<file path="config.mk">
export PLATFORM = sky130hd
export DESIGN_NAME = hex_text_program_loader_flat
export DESIGN_NICKNAME = d
export VERILOG_FILES = /design/src/hdl/hexld_pkg.sv /design/src/hdl/hexld_if.sv /design/src/hdl/hexld_step.sv /design/src/hdl/hex_text_program_loader.sv /design/src/flat_wrapper.sv
export SDC_FILE = /design/constraint.sdc
export NUM_CORES = 1
export LEC_CHECK = 0
export BUFFER_PORTS_ARGS = -buffer_cell sky130_fd_sc_hd__buf_2
export CORE_MARGIN = 4
export CORE_UTILIZATION = 51
export CTS_BUF_LIST = sky130_fd_sc_hd__clkbuf_4 sky130_fd_sc_hd__clkbuf_8 sky130_fd_sc_hd__clkbuf_16
export CTS_CLUSTER_DIAMETER = 100
export DETAILED_ROUTE_END_ITERATION = 10
export PLACE_DENSITY = 0.81
export SYNTH_ARGS = -nofsm -noshare
export SYNTH_HDL_FRONTEND = slang
export SYNTH_HIERARCHICAL = 1
export SYNTH_SLANG_ARGS = --single-unit
</file>
<file path="constraint.sdc">
create_clock -name clk -period 6.4 [get_ports clk]
set_input_delay 1.28 -clock clk [delete_from_list [all_inputs] [get_ports clk]]
set_output_delay 1.28 -clock clk [all_outputs]
set_load 0.05 [all_outputs]
</file>
<file path="src/hdl/hexld_pkg.sv">
// Package for the hex text program loader: phase and event codes, character
// constants, register map and the state and result structures.
// No dependencies; every other file of the loader imports it.
package hexld_pkg;

  // Phase of the text parser, one-hot.
  typedef enum logic [2:0] {
    PH_HIGH    = 3'b001,
    PH_LOW     = 3'b010,
    PH_COMMENT = 3'b100
  } phase_t;

  // Kind of a result transaction.
  typedef enum logic [2:0] {
    EV_BYTE       = 3'd0,
    EV_END        = 3'd1,
    EV_END_CLEAR  = 3'd2,
    EV_END_REWIND = 3'd3,
    EV_TEXT_END   = 3'd4,
    EV_SYNTAX     = 3'd5,
    EV_UNEXPECTED = 3'd6
  } event_kind_t;

  // Characters with a meaning outside a byte.
  localparam logic [7:0] CH_COMMENT = 8'h23;  // '#'
  localparam logic [7:0] CH_END     = 8'h21;  // '!'
  localparam logic [7:0] CH_REWIND  = 8'h24;  // '$'
  localparam logic [7:0] CH_CLEAR   = 8'h40;  // '@'
  localparam logic [7:0] CH_LF      = 8'h0A;
  localparam logic [7:0] CH_CR      = 8'h0D;
  localparam logic [7:0] CH_SPACE   = 8'h20;
  localparam logic [7:0] CH_TAB     = 8'h09;

  // Memory size and line counter limits.
  localparam logic [8:0]  MEM_BYTES = 9'd256;
  localparam logic [15:0] LINE_MAX  = 16'hFFFF;
  localparam logic [15:0] LINE_FIRST = 16'd1;

  // Register map: one register, selected by bit 2 of the byte address.
  localparam int unsigned APB_ADDR_W = 3;
  localparam logic REG_MEMORY_LIMIT = 1'b0;

  typedef struct packed {
    phase_t      phase;
    logic [3:0]  upper_nibble;
    logic [8:0]  stored_count;
    logic [15:0] line_counter;
  } state_t;

  typedef struct packed {
    event_kind_t event_kind;
    logic [7:0]  address;
    logic [7:0]  data;
    logic [8:0]  byte_count;
    logic [15:0] line_number;
  } result_t;

endpackage

</file>
<file path="src/hdl/hexld_if.sv">
// Valid/ready channel interfaces of the hex text program loader: the
// character channel and the event channel. Depends on hexld_pkg.
interface hexld_in_if;
  logic       valid;
  logic       ready;
  logic [7:0] char_code;
  logic       end_of_text;

  modport source (output valid, output char_code, output end_of_text, input ready);
  modport sink (input valid, input char_code, input end_of_text, output ready);
endinterface

interface hexld_out_if;
  import hexld_pkg::*;
  logic        valid;
  logic        ready;
  event_kind_t event_kind;
  logic [7:0]  address;
  logic [7:0]  data;
  logic [8:0]  byte_count;
  logic [15:0] line_number;

  modport source (output valid, output event_kind, output address, output data,
                  output byte_count, output line_number, input ready);
  modport sink (input valid, input event_kind, input address, input data,
                input byte_count, input line_number, output ready);
endinterface

</file>
<file path="src/hdl/hexld_step.sv">
// Per-character next-state and event logic of the hex text program loader.
// Purely combinational; depends on hexld_pkg.
module hexld_step (
  input  hexld_pkg::state_t  cur,
  input  logic [7:0]         char_code,
  input  logic               end_of_text,
  input  logic [8:0]         memory_limit,
  output hexld_pkg::state_t  nxt,
  output logic               has_result,
  output hexld_pkg::result_t result
);
  import hexld_pkg::*;

  logic        nib_ok;
  logic [3:0]  nib;
  logic [8:0]  limit_eff;
  logic [15:0] line_inc;

  // Hex digit decode.
  always_comb begin
    nib_ok = 1'b1;
    nib    = 4'd0;
    if (char_code >= 8'h30 && char_code <= 8'h39) begin
      nib = 4'(char_code - 8'h30);
    end else if (char_code >= 8'h61 && char_code <= 8'h66) begin
      nib = 4'(char_code - 8'h57);
    end else if (char_code >= 8'h41 && char_code <= 8'h46) begin
      nib = 4'(char_code - 8'h37);
    end else begin
      nib_ok = 1'b0;
    end
  end

  assign limit_eff = (memory_limit > MEM_BYTES) ? MEM_BYTES : memory_limit;
  assign line_inc  = (cur.line_counter != LINE_MAX) ? cur.line_counter + 16'd1
                                                    : cur.line_counter;

  always_comb begin
    nxt                = cur;
    has_result         = 1'b0;
    result.event_kind  = EV_BYTE;
    result.address     = 8'd0;
    result.data        = 8'd0;
    result.byte_count  = 9'd0;
    result.line_number = cur.line_counter;

    if (end_of_text) begin
      has_result        = 1'b1;
      result.event_kind = (cur.phase == PH_LOW) ? EV_UNEXPECTED : EV_TEXT_END;
      result.byte_count = (cur.phase == PH_LOW) ? 9'd0 : cur.stored_count;
      nxt.phase         = PH_HIGH;
      nxt.upper_nibble  = 4'd0;
      nxt.stored_count  = 9'd0;
    end else begin
      case (cur.phase)
        PH_COMMENT: begin
          if (char_code == CH_LF) begin
            nxt.phase        = PH_HIGH;
            nxt.line_counter = line_inc;
          end
        end
        PH_LOW: begin
          if (nib_ok) begin
            nxt.phase = PH_HIGH;
            // A byte past the limit is dropped without a transaction.
            if (cur.stored_count < limit_eff) begin
              has_result        = 1'b1;
              result.event_kind = EV_BYTE;
              result.address    = cur.stored_count[7:0];
              result.data       = {cur.upper_nibble, nib};
              result.byte_count = cur.stored_count + 9'd1;
              nxt.stored_count  = cur.stored_count + 9'd1;
            end
          end else begin
            has_result        = 1'b1;
            result.event_kind = EV_SYNTAX;
            nxt.phase         = PH_HIGH;
            nxt.upper_nibble  = 4'd0;
            nxt.stored_count  = 9'd0;
          end
        end
        default: begin
          case (char_code)
            CH_COMMENT: begin
              nxt.phase = PH_COMMENT;
            end
            CH_END, CH_CLEAR, CH_REWIND: begin
              has_result        = 1'b1;
              result.event_kind = (char_code == CH_END)   ? EV_END :
                                  (char_code == CH_CLEAR) ? EV_END_CLEAR : EV_END_REWIND;
              result.byte_count = cur.stored_count;
              nxt.phase         = PH_HIGH;
              nxt.upper_nibble  = 4'd0;
              nxt.stored_count  = 9'd0;
            end
            CH_LF: begin
              nxt.line_counter = line_inc;
            end
            CH_CR, CH_SPACE, CH_TAB: begin
              nxt.phase = PH_HIGH;
            end
            default: begin
              if (nib_ok) begin
                nxt.upper_nibble = nib;
                nxt.phase        = PH_LOW;
              end else begin
                has_result        = 1'b1;
                result.event_kind = EV_SYNTAX;
                nxt.phase         = PH_HIGH;
                nxt.upper_nibble  = 4'd0;
                nxt.stored_count  = 9'd0;
              end
            end
          endcase
        end
      endcase
    end
  end

endmodule

</file>
<file path="src/hdl/hex_text_program_loader.sv">
// Top level of the hex text program loader: parser state, configuration
// register, output register and skid stage. Depends on hexld_pkg, the
// channel interfaces in hexld_if.sv and hexld_step.
//
// Usage: program text enters on in_chan, one character per transaction, with
// end_of_text marking the end of the text. Pairs of hex digits become bytes
// that leave on out_chan as byte-written events carrying address, data and
// running count; end markers and text end leave as end events that carry the
// line and the byte count of the program just finished, errors as error events
// with the line and a zero count. The memory_limit register (byte address 0)
// caps the bytes stored per program; the user must write it over the APB port
// only while the loader is idle, which the block does not enforce. Throughput:
// one character per cycle while the skid stage is free, set by the single
// registered pass through the per-character logic.
// Reset: the parser expects a high nibble, the count is zero, the line is one
// and memory_limit is 256; both output stages are emptied.
// When the receiver stalls, one event waits in the output register and a
// second can land in the skid stage; only then does in_chan drop ready.
module hex_text_program_loader (
  input  logic                              clk,
  input  logic                              rst,
  hexld_in_if.sink                          in_chan,
  hexld_out_if.source                       out_chan,
  input  logic                              psel,
  input  logic                              penable,
  input  logic                              pwrite,
  input  logic [hexld_pkg::APB_ADDR_W-1:0]  paddr,
  input  logic [31:0]                       pwdata,
  output logic [31:0]                       prdata,
  output logic                              pready
);
  import hexld_pkg::*;

  state_t     state;
  state_t     state_next;
  logic [8:0] memory_limit;
  logic       has_result;
  result_t    step_result;
  logic       in_accept;
  logic       produce;

  logic       out_valid;
  result_t    out_res;
  logic       skid_valid;
  result_t    skid_res;

  // Configuration port: writes complete in the access cycle, never wait.
  assign pready = 1'b1;

  always_comb begin
    if (paddr[2] == REG_MEMORY_LIMIT) begin
      prdata = {23'd0, memory_limit};
    end else begin
      prdata = 32'd0;
    end
  end

  always_ff @(posedge clk) begin
    if (rst) begin
      memory_limit <= MEM_BYTES;
    end else if (psel && penable && pwrite && pready && paddr[2] == REG_MEMORY_LIMIT) begin
      memory_limit <= pwdata[8:0];
    end
  end

  // Per-character logic works straight on the accepted transaction.
  hexld_step u_step (
    .cur          (state),
    .char_code    (in_chan.char_code),
    .end_of_text  (in_chan.end_of_text),
    .memory_limit (memory_limit),
    .nxt          (state_next),
    .has_result   (has_result),
    .result       (step_result)
  );

  // Input is taken whenever the skid stage is free, so a pending event in the
  // output register does not hold back the text stream.
  assign in_chan.ready = !skid_valid;
  assign in_accept     = in_chan.valid && in_chan.ready;
  assign produce       = in_accept && has_result;

  always_ff @(posedge clk) begin
    if (rst) begin
      state.phase        <= PH_HIGH;
      state.upper_nibble <= 4'd0;
      state.stored_count <= 9'd0;
      state.line_counter <= LINE_FIRST;
    end else if (in_accept) begin
      state <= state_next;
    end
  end

  // Output register with a one-entry skid stage behind it. Events keep their
  // order: the skid entry always moves into the output register first.
  always_ff @(posedge clk) begin
    if (rst) begin
      out_valid  <= 1'b0;
      skid_valid <= 1'b0;
    end else if (out_valid && !out_chan.ready) begin
      if (produce) begin
        skid_valid <= 1'b1;
        skid_res   <= step_result;
      end
    end else if (skid_valid) begin
      out_valid  <= 1'b1;
      out_res    <= skid_res;
      skid_valid <= produce;
      if (produce) begin
        skid_res <= step_result;
      end
    end else begin
      out_valid <= produce;
      if (produce) begin
        out_res <= step_result;
      end
    end
  end

  assign out_chan.valid       = out_valid;
  assign out_chan.event_kind  = out_res.event_kind;
  assign out_chan.address     = out_res.address;
  assign out_chan.data        = out_res.data;
  assign out_chan.byte_count  = out_res.byte_count;
  assign out_chan.line_number = out_res.line_number;

endmodule
</file>
<file path="src/flat_wrapper.sv">
// flat-port wrapper written by rule: the top's interface ports become plain ports
module hex_text_program_loader_flat import hexld_pkg::*;
  (clk, rst, psel, penable, pwrite, paddr, pwdata, prdata, pready, in_chan_valid, in_chan_char_code, in_chan_end_of_text, in_chan_ready, out_chan_valid, out_chan_event_kind, out_chan_address, out_chan_data, out_chan_byte_count, out_chan_line_number, out_chan_ready);
  hexld_in_if in_chan_i ();
  hexld_out_if out_chan_i ();
  input  logic clk;
  input  logic rst;
  input  logic psel;
  input  logic penable;
  input  logic pwrite;
  input  logic [hexld_pkg::APB_ADDR_W-1:0] paddr;
  input  logic [31:0] pwdata;
  output logic [31:0] prdata;
  output logic pready;
  input wire logic [$bits(in_chan_i.valid)-1:0] in_chan_valid;
  input wire logic [$bits(in_chan_i.char_code)-1:0] in_chan_char_code;
  input wire logic [$bits(in_chan_i.end_of_text)-1:0] in_chan_end_of_text;
  output wire logic [$bits(in_chan_i.ready)-1:0] in_chan_ready;
  output wire logic [$bits(out_chan_i.valid)-1:0] out_chan_valid;
  output wire logic [$bits(out_chan_i.event_kind)-1:0] out_chan_event_kind;
  output wire logic [$bits(out_chan_i.address)-1:0] out_chan_address;
  output wire logic [$bits(out_chan_i.data)-1:0] out_chan_data;
  output wire logic [$bits(out_chan_i.byte_count)-1:0] out_chan_byte_count;
  output wire logic [$bits(out_chan_i.line_number)-1:0] out_chan_line_number;
  input wire logic [$bits(out_chan_i.ready)-1:0] out_chan_ready;
  assign in_chan_i.valid = in_chan_valid;
  assign in_chan_i.char_code = in_chan_char_code;
  assign in_chan_i.end_of_text = in_chan_end_of_text;
  assign in_chan_ready = in_chan_i.ready;
  assign out_chan_valid = out_chan_i.valid;
  assign out_chan_event_kind = out_chan_i.event_kind;
  assign out_chan_address = out_chan_i.address;
  assign out_chan_data = out_chan_i.data;
  assign out_chan_byte_count = out_chan_i.byte_count;
  assign out_chan_line_number = out_chan_i.line_number;
  assign out_chan_i.ready = out_chan_ready;
  hex_text_program_loader u_core (.clk(clk), .rst(rst), .in_chan(in_chan_i), .out_chan(out_chan_i), .psel(psel), .penable(penable), .pwrite(pwrite), .paddr(paddr), .pwdata(pwdata), .prdata(prdata), .pready(pready));
endmodule
</file>
==> results.py <==
metrics = {
    "layout": {
        "multi_input_area_mm2": 0.00326,
        "fill_cells": 1126,
        "drive_above_1_share_pct": 25.1,
        "ff_latch_area_mm2": 0.00350,
        "areaGrowthSynthToFinish_pct": 11.6,
        "layout.cells.non_filler": 933,
        "fin_nets": 808,
    },
    "synth": {
        "syn-mean-instance-area_um2": 10.5,
        "syn_area_mm2": 0.00724,
        "ys.flop_type": "edfxtp_1",
        "ys.warnings.count": 6,
        "ys_types": 72,
        "synth_edf_count": 88,
        "seq_area_frac_synth_pct": 48.4,
        "async_flop_share_pct": 0,
        "syn_inst": 692,
        "ys_ff_latch": 131,
    },
    "route": {
        "drc_errors": 0,
        "routed_wirelength_um": 15900,
        "vias": 5441,
        "via_per_inst": 5.83,
        "ant_nets": 0,
        "firstDrtPassIters": 5,
        "drt-wirelength-per-cell_um": 17.0,
        "first_iter_violations": 511,
    },
    "global_route": {
        "grt_use_met1_pct": 26.8,
        "use_met3_pct": 4.68,
        "antenna_found_initial": 1,
        "grt_overflow": 0,
        "grt_util_met2_pct": 31.0,
        "busiest_layer": "met2",
        "grt_start_max_net_pins": 48,
        "grtUsageTotal_pct": 19.8,
        "grt_pass1_wl_um": 25800,
        "grt_pass1_vias": 5023,
    },
    "cts": {
        "post_cts_buffers": 0,
        "ctsResizeCount": 0,
        "cts.hold.buffers_added": 0,
        "clock_sinks": 131,
        "clk_latency_ns": 0.42,
        "numCtsBuffers": 17,
        "root_buffer": "clkbuf_16",
        "clk_path_buf_depth": 2,
        "path_clk_slew_ns": 0.06,
        "h-tree-depth": 4,
        "cts_tree": "built",
    },
    "min_path": {
        "hold_path_class": "register to register",
    },
    "worst_setup_path": {
        "cp_data_arrival_time_ns": 4.55,
        "path_buf_inv": 3,
        "start_kind": "input port",
        "crit_fanout": 34,
        "slowest_delay_ns": 0.56,
        "path_cells": "buf_2, inv_1, ha_1, or3b_1, and4_1, nor2_2, a31oi_1, o21bai_1, a21oi_1, nor3b_4, buf_4",
        "crit_family": "simple AND/OR/NAND/NOR gates",
        "crit_type": "input port to register",
        "required_ns": 6.47,
        "slowest_stage": "nor3b_4",
        "critPathCaptureType": "register",
    },
    "timing": {
        "hold_viol": 0,
        "relSlewSlack_pct": 42.4,
        "setup_viol": 0,
        "timing.fmax_mhz": 223,
        "finClkSkew_ns": 0.00879,
        "tightestPinTransition_ns": 0.863,
        "fin_crit_sh_pct": 70.0,
        "finalMaxSlewViolations": 0,
        "setup_tns_ns": 0,
        "rsz0062_at_grt": "no",
        "finalCriticalPeriod_ns": 4.48,
        "whs_ns": 0.472,
    },
    "floorplan": {
        "die_h_um": 127,
        "initial_core_util_pct": 52.2,
        "ios": 130,
        "rows": 43,
        "die_area_mm2": 0.0162,
        "die_x_um": 127,
        "coreArea_mm2": 0.0139,
    },
    "outcome": {
        "status": "finished clean",
    },
    "pwr": {
        "switchingPower_w": 0.000501,
        "ir_drop_uv": 168,
        "p_sw_share_pct": 24.2,
        "p_comb_share_pct": 8.4,
        "power_density_mw_per_mm2": 257,
        "pwr-share-clk_pct": 46.9,
        "p_seq_share_pct": 44.6,
        "p_int_w": 0.00157,
        "leakagePower_nw": 2.99,
    },
    "place": {
        "gp_congestion": 0.907,
        "hpwl_um": 10500,
        "dp.cells": 901,
        "portBuffers": 80,
    },
    "run": {
        "cap_violations": 0,
    },
}
per-stage QoR:
step	instance area, um2	utilization [%]	worst slack (ns)	power, W
after floorplan	7330	-	0.0726	0.00109
after global placement	7480	53.9	1.61	0.00111
after detailed placement	7480	53.9	1.51	0.00112
after CTS	8080	58.2	1.92	0.00209
after global routing	8090	58.3	1.71	0.00214
final	8090	58.3	1.92	0.00208
path summary, 6_finish.rpt:
kind                                             start                             to  slack [ns]  cells after the start
worst max-delay path              in_chan_char_code[1]  u_core/out_chan.event_kind[2]        1.92                     11
worst min-delay path            u_core/memory_limit[4]         u_core/memory_limit[4]        0.47                      2
worst max register to register  u_core/memory_limit[8]  u_core/out_chan.event_kind[2]        2.03                     11
worst min register to register  u_core/memory_limit[4]         u_core/memory_limit[4]        0.47                      2
layout by cell type (no fill, tap or decap), types with 9 or more instances in the layout:
cell,count
nor3_1,16
nor2_1,26
o2bb2ai_1,9
edfxtp_1,88
buf_2,80
conb_1,24
a31oi_1,14
clkbuf_16,17
nand2_1,107
ha_1,17
and2_1,12
a21oi_1,58
nand4_1,9
inv_1,11
mux2_2,49
nand3_1,14
dfxtp_1,42
synthesized netlist by cell type (4+ instances only):
| library cell | instances | area (um2) |
|---|---|---|
| a31oi_1 | 14 | 87.6 |
| nand2b_1 | 5 | 31.3 |
| buf_6 | 7 | 78.8 |
| buf_4 | 45 | 338 |
| dfxtp_1 | 43 | 861 |
| xor2_1 | 7 | 61.3 |
| a211oi_1 | 6 | 45.0 |
| xnor2_1 | 4 | 35.0 |
| nor2b_1 | 6 | 37.5 |
| inv_1 | 11 | 41.3 |
| and2b_1 | 8 | 60.1 |
| o211ai_1 | 7 | 52.6 |
| edfxtp_1 | 88 | 2640 |
| ha_1 | 17 | 213 |
| o21ai_0 | 8 | 40.0 |
| a22oi_1 | 5 | 37.5 |
| nor3b_1 | 6 | 45.0 |
| clkbuf_1 | 15 | 56.3 |
| o2bb2ai_1 | 9 | 78.8 |
| and2_1 | 12 | 75.1 |
| buf_2 | 10 | 50.1 |
| nand3_1 | 14 | 70.1 |
| nor2_1 | 26 | 97.6 |
| nor3_1 | 17 | 85.1 |
| o21bai_1 | 5 | 37.5 |
| mux2_2 | 49 | 552 |
| a32oi_1 | 4 | 35.0 |
| a21oi_1 | 58 | 290 |
| nand4_1 | 9 | 56.3 |
| nand2_1 | 107 | 402 |
| and3_1 | 5 | 31.3 |
flip-flops by register name, indices dropped and copies added, names as in the netlist, 3 cells and up:
signal	count
u_core/out_chan.data	8
u_core/out_chan.address	8
u_core/memory_limit	9
u_core/out_chan.line_number	16
u_core/state	32
u_core/skid_res	44
u_core/out_chan.byte_count	9
u_core/out_chan.event_kind	3
layout make-up:
cell class                      instances  area share, %
Multi-Input combinational cell        492           40.4
Tap cell                              180           2.79
Sequential cell                       131           43.3
Timing Repair Buffer                   86           5.51
Antenna cell                            1         0.0309
Clock buffer                           18           5.43
Inverter                               12          0.557
Clock inverter                         13           1.98
tightest hold or removal path: cells and delay by family (launching register included):
kind               cells  cell delay [ns]
and+or+nand+nor        1             0.05
AOI/OAI and AO/OA      1             0.05
DFF                    1             0.32
power groups by stage:
stage | clock, W | combinational, W | sequential (W)
2_1_floorplan | 0 | 0.000110 | 0.000982
3_3_place_gp | 0 | 0.000171 | 0.000942
3_5_place_dp | 0 | 0.000173 | 0.000944
4_1_cts | 0.000986 | 0.000174 | 0.000927
5_1_grt | 0.00102 | 0.000185 | 0.000928
6_report | 0.000975 | 0.000175 | 0.000926
routing by layer:
layer	part of all wire, %	vias up	routed length, um
met5	0	-	0
met2	47	277	7460
met1	43	2558	6780
met4	2.0	0	313
met3	8.4	28	1330
li1	-	2578	-
cells by family (layout without fill, tap and decap cells):
logic type                 count (synthesis)  count (layout)  share of synthesized area (%)
xor gates and xnor gates                  11              11                           1.33
and+or+nand+nor                          244             244                           17.7
DFF                                      131             131                           48.4
AOI/OAI and AO/OA                        144             144                           13.5
other                                      2              25                          0.104
buffers and inverters                     91             129                           7.98
muxes                                     52              52                           8.03
adders and majority gates                 17              17                           2.94
(Power assumes the default switching activity.)
